===== config.mk =====
export PLATFORM = sky130hd
export DESIGN_NAME = ntm_ctrl
export DESIGN_NICKNAME = d
export VERILOG_FILES = /design/src/design/ntm_pkg.sv /design/src/design/ntm_ctrl.sv
export SDC_FILE = /design/constraint.sdc
export NUM_CORES = 1
export LEC_CHECK = 0
export BUFFER_PORTS_ARGS = -buffer_cell sky130_fd_sc_hd__buf_2
export CAP_MARGIN = 25
export CORE_AREA = 2 2 39 41
export DETAILED_ROUTE_END_ITERATION = 10
export DIE_AREA = 0 0 41 43
export GPL_TIMING_DRIVEN = 0
export PLACE_DENSITY = 0.47
export SYNTH_ARGS = -nofsm -noshare
export SYNTH_HDL_FRONTEND = slang
export SYNTH_SLANG_ARGS = --single-unit

===== constraint.sdc =====
create_clock -name clk -period 2.4 [get_ports clk]
set_clock_uncertainty 0.05 [all_clocks]
set_input_delay 0.12 -clock clk [delete_from_list [all_inputs] [get_ports clk]]
set_output_delay 0.12 -clock clk [all_outputs]
set_load 0.005 [all_outputs]

===== src/design/ntm_pkg.sv =====
package ntm_pkg;

  // table geometry
  localparam int TABLE_DEPTH = 1024;
  localparam int ADDR_W      = (TABLE_DEPTH > 1) ? $clog2(TABLE_DEPTH) : 1;
  localparam int COUNT_W     = $clog2(TABLE_DEPTH + 1);

  // field widths
  localparam int STAMP_W    = 64;
  localparam int WORD_W     = 8;
  localparam int TRACK_W    = 8;
  localparam int GROUP_W    = 10;
  localparam int DIFF_W     = 39;
  localparam int TOL_W      = 20;
  localparam int TOTAL_W    = 32;
  localparam int OP_W       = 2;
  localparam int CFG_IDX_W  = 2;
  localparam int CFG_DATA_W = 20;

  // search starts at five minutes in nanoseconds
  localparam logic [DIFF_W-1:0] START_DIFF = 39'd300000000000;

  // operation codes
  localparam logic [OP_W-1:0] OP_CLEAR = 2'd0;
  localparam logic [OP_W-1:0] OP_LOAD  = 2'd1;
  localparam logic [OP_W-1:0] OP_MATCH = 2'd2;

  // configuration register indexes
  localparam logic [CFG_IDX_W-1:0] CFG_TARGET_WORD  = 2'd0;
  localparam logic [CFG_IDX_W-1:0] CFG_TARGET_TRACK = 2'd1;
  localparam logic [CFG_IDX_W-1:0] CFG_MATCH_ALL    = 2'd2;
  localparam logic [CFG_IDX_W-1:0] CFG_TOLERANCE    = 2'd3;

  // configuration reset values
  localparam logic [WORD_W-1:0]  RST_TARGET_WORD  = 8'd5;
  localparam logic [TRACK_W-1:0] RST_TARGET_TRACK = 8'd14;
  localparam logic [TOL_W-1:0]   RST_TOLERANCE    = 20'd200;

  // one stored trigger record
  typedef struct packed {
    logic [STAMP_W-1:0] stamp;
    logic [WORD_W-1:0]  word;
    logic [TRACK_W-1:0] track;
    logic [GROUP_W-1:0] group;
  } ntm_entry_t;

  // controller to datapath
  typedef struct packed {
    logic clear;
    logic load;
    logic start;
    logic issue;
    logic finish;
  } ntm_cmd_t;

  // datapath to controller
  typedef struct packed {
    logic issue_end;
    logic pipe_empty;
    logic out_free;
  } ntm_status_t;

endpackage


===== src/design/ntm_ctrl.sv =====
module ntm_ctrl
  import ntm_pkg::*;
(
  input  logic            clk,
  input  logic            rst,
  input  logic            in_valid,
  output logic            in_ready,
  input  logic [OP_W-1:0] operation,
  input  ntm_status_t     status,
  output ntm_cmd_t        cmd
);

  typedef enum logic [2:0] {
    ST_IDLE   = 3'b001,
    ST_SCAN   = 3'b010,
    ST_FINISH = 3'b100
  } ntm_state_t;

  ntm_state_t state;
  ntm_state_t state_next;
  logic       accept;

  assign in_ready = (state == ST_IDLE);
  assign accept   = in_valid && in_ready;

  // next state and commands
  always_comb begin
    state_next = state;
    cmd        = '0;
    unique case (state)
      ST_IDLE: begin
        if (accept) begin
          if (operation == OP_CLEAR) begin
            cmd.clear = 1'b1;
          end else if (operation == OP_LOAD) begin
            cmd.load = 1'b1;
          end else if (operation == OP_MATCH) begin
            cmd.start  = 1'b1;
            state_next = ST_SCAN;
          end
        end
      end
      ST_SCAN: begin
        if (!status.issue_end) begin
          cmd.issue = 1'b1;
        end else if (status.pipe_empty) begin
          state_next = ST_FINISH;
        end
      end
      ST_FINISH: begin
        if (status.out_free) begin
          cmd.finish = 1'b1;
          state_next = ST_IDLE;
        end
      end
      default: begin
        state_next = ST_IDLE;
      end
    endcase
  end

  // state register
  always_ff @(posedge clk) begin
    if (rst) begin
      state <= ST_IDLE;
    end else begin
      state <= state_next;
    end
  end

endmodule


==> results.md, run 1 <==
* Status: completed
* Vias/cell at roughly 4.2
* Post-CTS Setup Bufs at 0
* Detailed Route Iter0 Violations at 0
* Port buffer count at 13
* Fraction of layout cells with a size suffix above 1 at ~60%
* CP Launch Type: flip-flop
* Post-DRT Antenna Nets at 0
* First-pass GRT wire length at between 600 and 700 um
* Seq/Total Area, Yosys at around 30%
* DIE AREA at ~1800 um^2
* # rows at 14
* Cell variety after synth at 15
* Max Transition Viols Final at 0
* Area growth syn-to-layout at 56.0%
* Critical Path AT at between 1000 and 1500 ps
* Reg with most FFs: state
* Worst Max-Slew Pin Slew at ~240 ps
* Final hold violations at 0
* Synthesized cell area at around 200 um^2
* PD cells at 520 nW/um^2
* Die Ht at around 43 um
* Post_cts resized at 0
* Initial antenna violation count at 0
* Hold Path Class: in2reg
* Largest net degree at the start of global routing at 7
* TritonCTS Buffers at 3
* WHS at ~16 ps
* Final worst-path cycle share at 59.6%
* Overall routing resource usage at ~6.1%
* Core Region at 1380 um^2
* Worst vdd ir at 0.000214 V
* Post-DP HPWL at between 300 and 400 um
* RePlAce Congestion at ~0.67
* Vias in the first global route at 172
* Routed len/inst at between 9 and 10 um
* Most common cell after layout, fill and taps aside: buf_2
* Sum Neg Setup Slack at 0 ps
* CTS Sinks at 3
* Avg Cell Area, Syn at approximately 11 um^2
* # IOs at 14
* CTS max path bufs at 2
* Mapped Cells at 18
* Final setup violation count at 0
* Maximum clock rate at 700 MHz
* Hold buffers post-CTS at 0
* Mapped Nets at 26
* FF+latch count, synth at 3
* Largest register FFs at 3
* CTS tree: built
* Clock slew at reported path FFs at around 40 ps
* Most frequent cells in the layout: 13 x buf_2, 3 x clkbuf_4, 3 x dfxtp_1
* Final net count at 44
* Slew HR at 83.9%
* Setup repair after global routing missed its margin: no
* GRT overflow at 0
* Req. time, crit path at 2230 ps
* Antenna diode count at 0
* Crit path time final at between 1000 and 1500 ps
* H-tree depth at 1
* Crit path max fanout at 6
* Ys Warns at 0
* Residual DRC at 0
* Die Wd at between 40 and 50 um
* CTS root buf: clkbuf_4
* Static leakage power at approximately 0.00016 uW
* Number of vias after detailed routing at roughly 210
* Worst setup EP type: output pin
* Initial DRT Pass Iterations at 1
* Initial Utilization at between 10% and 20%
* Biggest regs: state (3)
* Final wirelength at around 470 um
* Critical path type: reg2out
* Clk_lat worst skew at ~230 ps
* Max_cap viols at 0
## per-stage QoR
| stage | cell area, um^2 | instances | power (uW) | util (%) | setup slack, ps |
|---|---|---|---|---|---|
| floorplan | 199 | 18 | 61.2 | - | 1310 |
| global placement | 284 | 47 | 72.5 | 20.5 | 1200 |
| detailed placement | 284 | 47 | 72.5 | 20.5 | 1210 |
| CTS | 310 | 51 | 168 | 22.4 | 953 |
| global route | 310 | 51 | 171 | 22.4 | 879 |
| finish | 310 | 51 | 161 | 22.4 | 971 |
## kinds of logic (layout without fill, tap and decap cells)
family | after synthesis | after routing | synth area share, %
flops | 3 | 3 | 30.2
compound gates | 4 | 4 | 17.0
simple gates | 11 | 11 | 52.8
buf+inv | 0 | 17 | 0
## synth_stat cells, drive strengths merged
cell type | number | share of area (%)
a31oi | 1 | 3.1
and3b | 1 | 5.0
and4b | 2 | 12
and4bb | 1 | 6.3
dfxtp | 3 | 30
nand2 | 1 | 1.9
nor2b | 1 | 3.1
nor3 | 1 | 2.5
nor3b | 3 | 17
nor4bb | 1 | 5.0
o21ba | 2 | 10
o21bai | 1 | 3.8
## per-layer routing
layer	routed length, um	GRT usage (%)	part of all wire [%]	vias to the layer above
met5	0	0	0	-
met4	8	6.00	1.7	0
met3	53	6.28	11	2
met2	184	5.94	39	12
met1	226	6.71	48	90
li1	-	-	-	109
## power by group
part           switching [uW]  internal, uW  leakage (uW)  total, uW
sequential               1.30          51.1     0.0000244       52.4
combinational            7.28          11.8      0.000120       19.1
clock                    27.4          62.4     0.0000150       89.7
total                    35.9           125      0.000159        161
## path summary, 6_finish.rpt
path	from	to	slack [ps]	cells past startpoint
max	state[0]	cmd[2]	970	3
min	rst	state[2]	20	2
max reg2reg	state[0]	state[0]	1250	3
min reg2reg	state[0]	state[2]	460	1
## critical path, cell delays in order, from the launching register on
cell and delay, ps:
dfxtp_1 390, nor3b_4 250, and4b_4 270, buf_2 110
## cell type report
type | instances | area [um^2]
fillers | 160 | 1070
multi-input cells | 15 | 139
repair buffers | 13 | 65.1
flip-flops and latches | 3 | 60.1
clock buffers | 4 | 26.3
well taps | 16 | 20.0
Power figures use the tool's default switching activity.
==> run 2: changes to the inputs <==
--- a/config.mk
+++ b/config.mk
@@ -11,7 +11,7 @@
 export DETAILED_ROUTE_END_ITERATION = 10
 export DIE_AREA = 0 0 41 43
 export GPL_TIMING_DRIVEN = 0
-export PLACE_DENSITY = 0.47
+export PLACE_DENSITY = 0.49
 export SYNTH_ARGS = -nofsm -noshare
 export SYNTH_HDL_FRONTEND = slang
 export SYNTH_SLANG_ARGS = --single-unit
==> constraint.sdc (replaced) <==
create_clock -name clk -period 1.3 [get_ports clk]
set_clock_uncertainty 0.05 [all_clocks]
set_input_delay 0.065 -clock clk [delete_from_list [all_inputs] [get_ports clk]]
set_output_delay 0.065 -clock clk [all_outputs]
set_load 0.005 [all_outputs]
==> results.md, run 2 (same netlist as run 1, synthesis figures left out) <==
* Status: finished with violations
* Failing checks: negative setup slack
* PD cells at 888 nW/um^2 (+71%)
* Largest register FFs at 3 (unchanged)
* Switching power at 66.1 uW (+84%)
* Vias/cell at 4.15 (-0.61%)
* # rows at 14 (unchanged)
* Reg-to-reg startpoint: state[1]
* Critical Path AT at 1190 ps (-70 ps)
* CTS root buf: clkbuf_4
* Req. time, crit path at 1190 ps (-1040 ps)
* Die Wd at 41 um (unchanged)
* Port buffer count at 13 (unchanged)
* Setup repair after global routing missed its margin: yes
* Reg2reg end: state[1]
* Final hold violations at 0 (unchanged)
* Die Ht at 43 um (unchanged)
* Static leakage power at 0.000169 uW (+6.1%)
* Routed len/inst at 9.55 um (+3.2%)
* Number of vias after detailed routing at 220 (+3.3%)
* TritonCTS Buffers at 3 (unchanged)
* Slew HR at 80.9% (-3.0 points)
* Most frequent cells in the layout: 13 x buf_2, 3 x clkbuf_4, 3 x dfxtp_2
* GRT overflow at 0 (unchanged)
* Initial DRT Pass Iterations at 4 (+3)
* CTS tree: built
* First-pass GRT wire length at 745 um (+18%)
* Worst vdd ir at 0.000515 V (+140%)
* Detailed Route Iter0 Violations at 4 (+4)
* Setup ws final at -3.39 ps (-974 ps)
* Worst setup path start: state[1]
* Hold Path Class: in2reg
* Max_cap viols at 0 (unchanged)
* Crit path max fanout at 4 (-2)
* Int Power at 236 uW (+88%)
* CTS Sinks at 3 (unchanged)
* DIE AREA at 1760 um^2 (unchanged)
* Antenna diode count at 0 (unchanged)
* Post-DP Area at 284 um^2 (unchanged)
* Most common cell after layout, fill and taps aside: buf_2
* Clk_lat worst skew at 230 ps (about the same)
* Initial antenna violation count at 0 (unchanged)
* Maximum clock rate at between 700 and 800 MHz
* Clock slew at reported path FFs at 40 ps (about the same)
* Final net count at 46 (+4.5%)
* Area growth syn-to-layout at 71.1%
* # IOs at 14 (unchanged)
* Reg with most FFs: state
* FF-to-FF setup slack at 220 ps (-1030 ps)
* Residual DRC at 0 (unchanged)
* Post-DRT Antenna Nets at 0 (unchanged)
* Vias in the first global route at 203 (+18%)
* Sequential fraction of design power at 31.9% (-0.6 points)
* CP Launch Type: flip-flop
* H-tree depth at 1 (unchanged)
* Largest net degree at the start of global routing at 6 (-1)
* Final worst-path cycle share at 100%
* WHS at 98.4 ps (+82.6 ps)
* Fillers at 163 (+1.9%)
* Initial Utilization at 14.4% (unchanged)
* Worst setup EP type: output pin
* Core Region at 1380 um^2 (unchanged)
* CTS max path bufs at 2 (unchanged)
* Crit path time final at ~1300 ps
* Critical path type: reg2out
* Clock power frac at 54.2% (-1.5 points)
* Max Transition Viols Final at 0 (unchanged)
* Finished Cell Area at 340 um^2 (+9.7%)
* Comb pwr share at 14.0% (+2.2 points)
* R2R depth at 3 (unchanged)
* Worst Setup EP: cmd[2]
* Post-DP HPWL at 383 um (+5.1%)
* Fraction of layout cells with a size suffix above 1 at 73.0% (+13 points)
* RePlAce Congestion at 0.627 (-6.1%)
* Overall routing resource usage at 6.53% (+0.41 points)
* Worst Max-Slew Pin Slew at 286 ps (+44.9 ps)
* Final setup violation count at 1 (+1)
* Final wirelength at 506 um (+7.2%)
* Switching Fraction at 21.9% (-0.42 points)
* Biggest regs: state (3)
run 2: repair_timing:
item                                    4_1_cts  5_1_grt
setup buffers                                 1        0
endpoints found under the hold margin         2        0
cloned                                        0        0
pin swaps                                     2        0
endpoints found under the setup margin        4        3
resized for setup                             4        1
hold buffers                                  1        0
run 2: area by class of cell:
| type | instances | area (um^2) | share of cell area, % |
|---|---|---|---|
| clock buffers | 4 | 26.3 | 7.72 |
| multi-input cells | 15 | 148 | 43.4 |
| flip-flops and latches | 3 | 63.8 | 18.8 |
| well taps | 16 | 20.0 | 5.88 |
| repair buffers | 15 | 82.6 | 24.3 |
run 2: power groups by stage:
stage	registers, uW	logic, uW	clock network [uW]
after detailed placement	98.2	35.5	0
after global placement	98.1	35.4	0
final	96.3	42.2	164
after floorplan	97.6	15.4	0
after global routing	96.5	47.2	178
after CTS	96.3	40.2	171
run 2: stage by stage:
step                      instances  setup slack (ps)  util, %  TNS (ps)  power (uW)
after floorplan                  18               210        -         0         113
after global placement           47               150     20.5         0         134
after detailed placement         47               142     20.5         0         134
after CTS                        53             -8.61     24.1     -8.61         308
after global routing             53              -110     24.6      -201         322
final                            53             -3.39     24.6     -3.39         302
run 2: worst min-delay path by stage:
stage	to	slack [ps]	cells past startpoint	start
final	state[2]	100	3	status[1]
after global placement	state[2]	210	2	rst
after CTS	state[2]	90	3	status[2]
after detailed placement	state[2]	210	2	rst
after global routing	state[2]	120	3	status[2]
after floorplan	state[2]	90	1	rst
run 2: metal layers:
metal / wire length, um / global-route usage [%]
met1: 255 / 7.40
met2: 189 / 8.44
met3: 61 / 3.14
met4: 0 / 6.00
met5: 0 / 0
run 2: critical path, cell delays in order, from the launching register on:
cell and delay (ps):
dfxtp_2 330, nor3b_4 230, and4b_4 280, buf_2 120
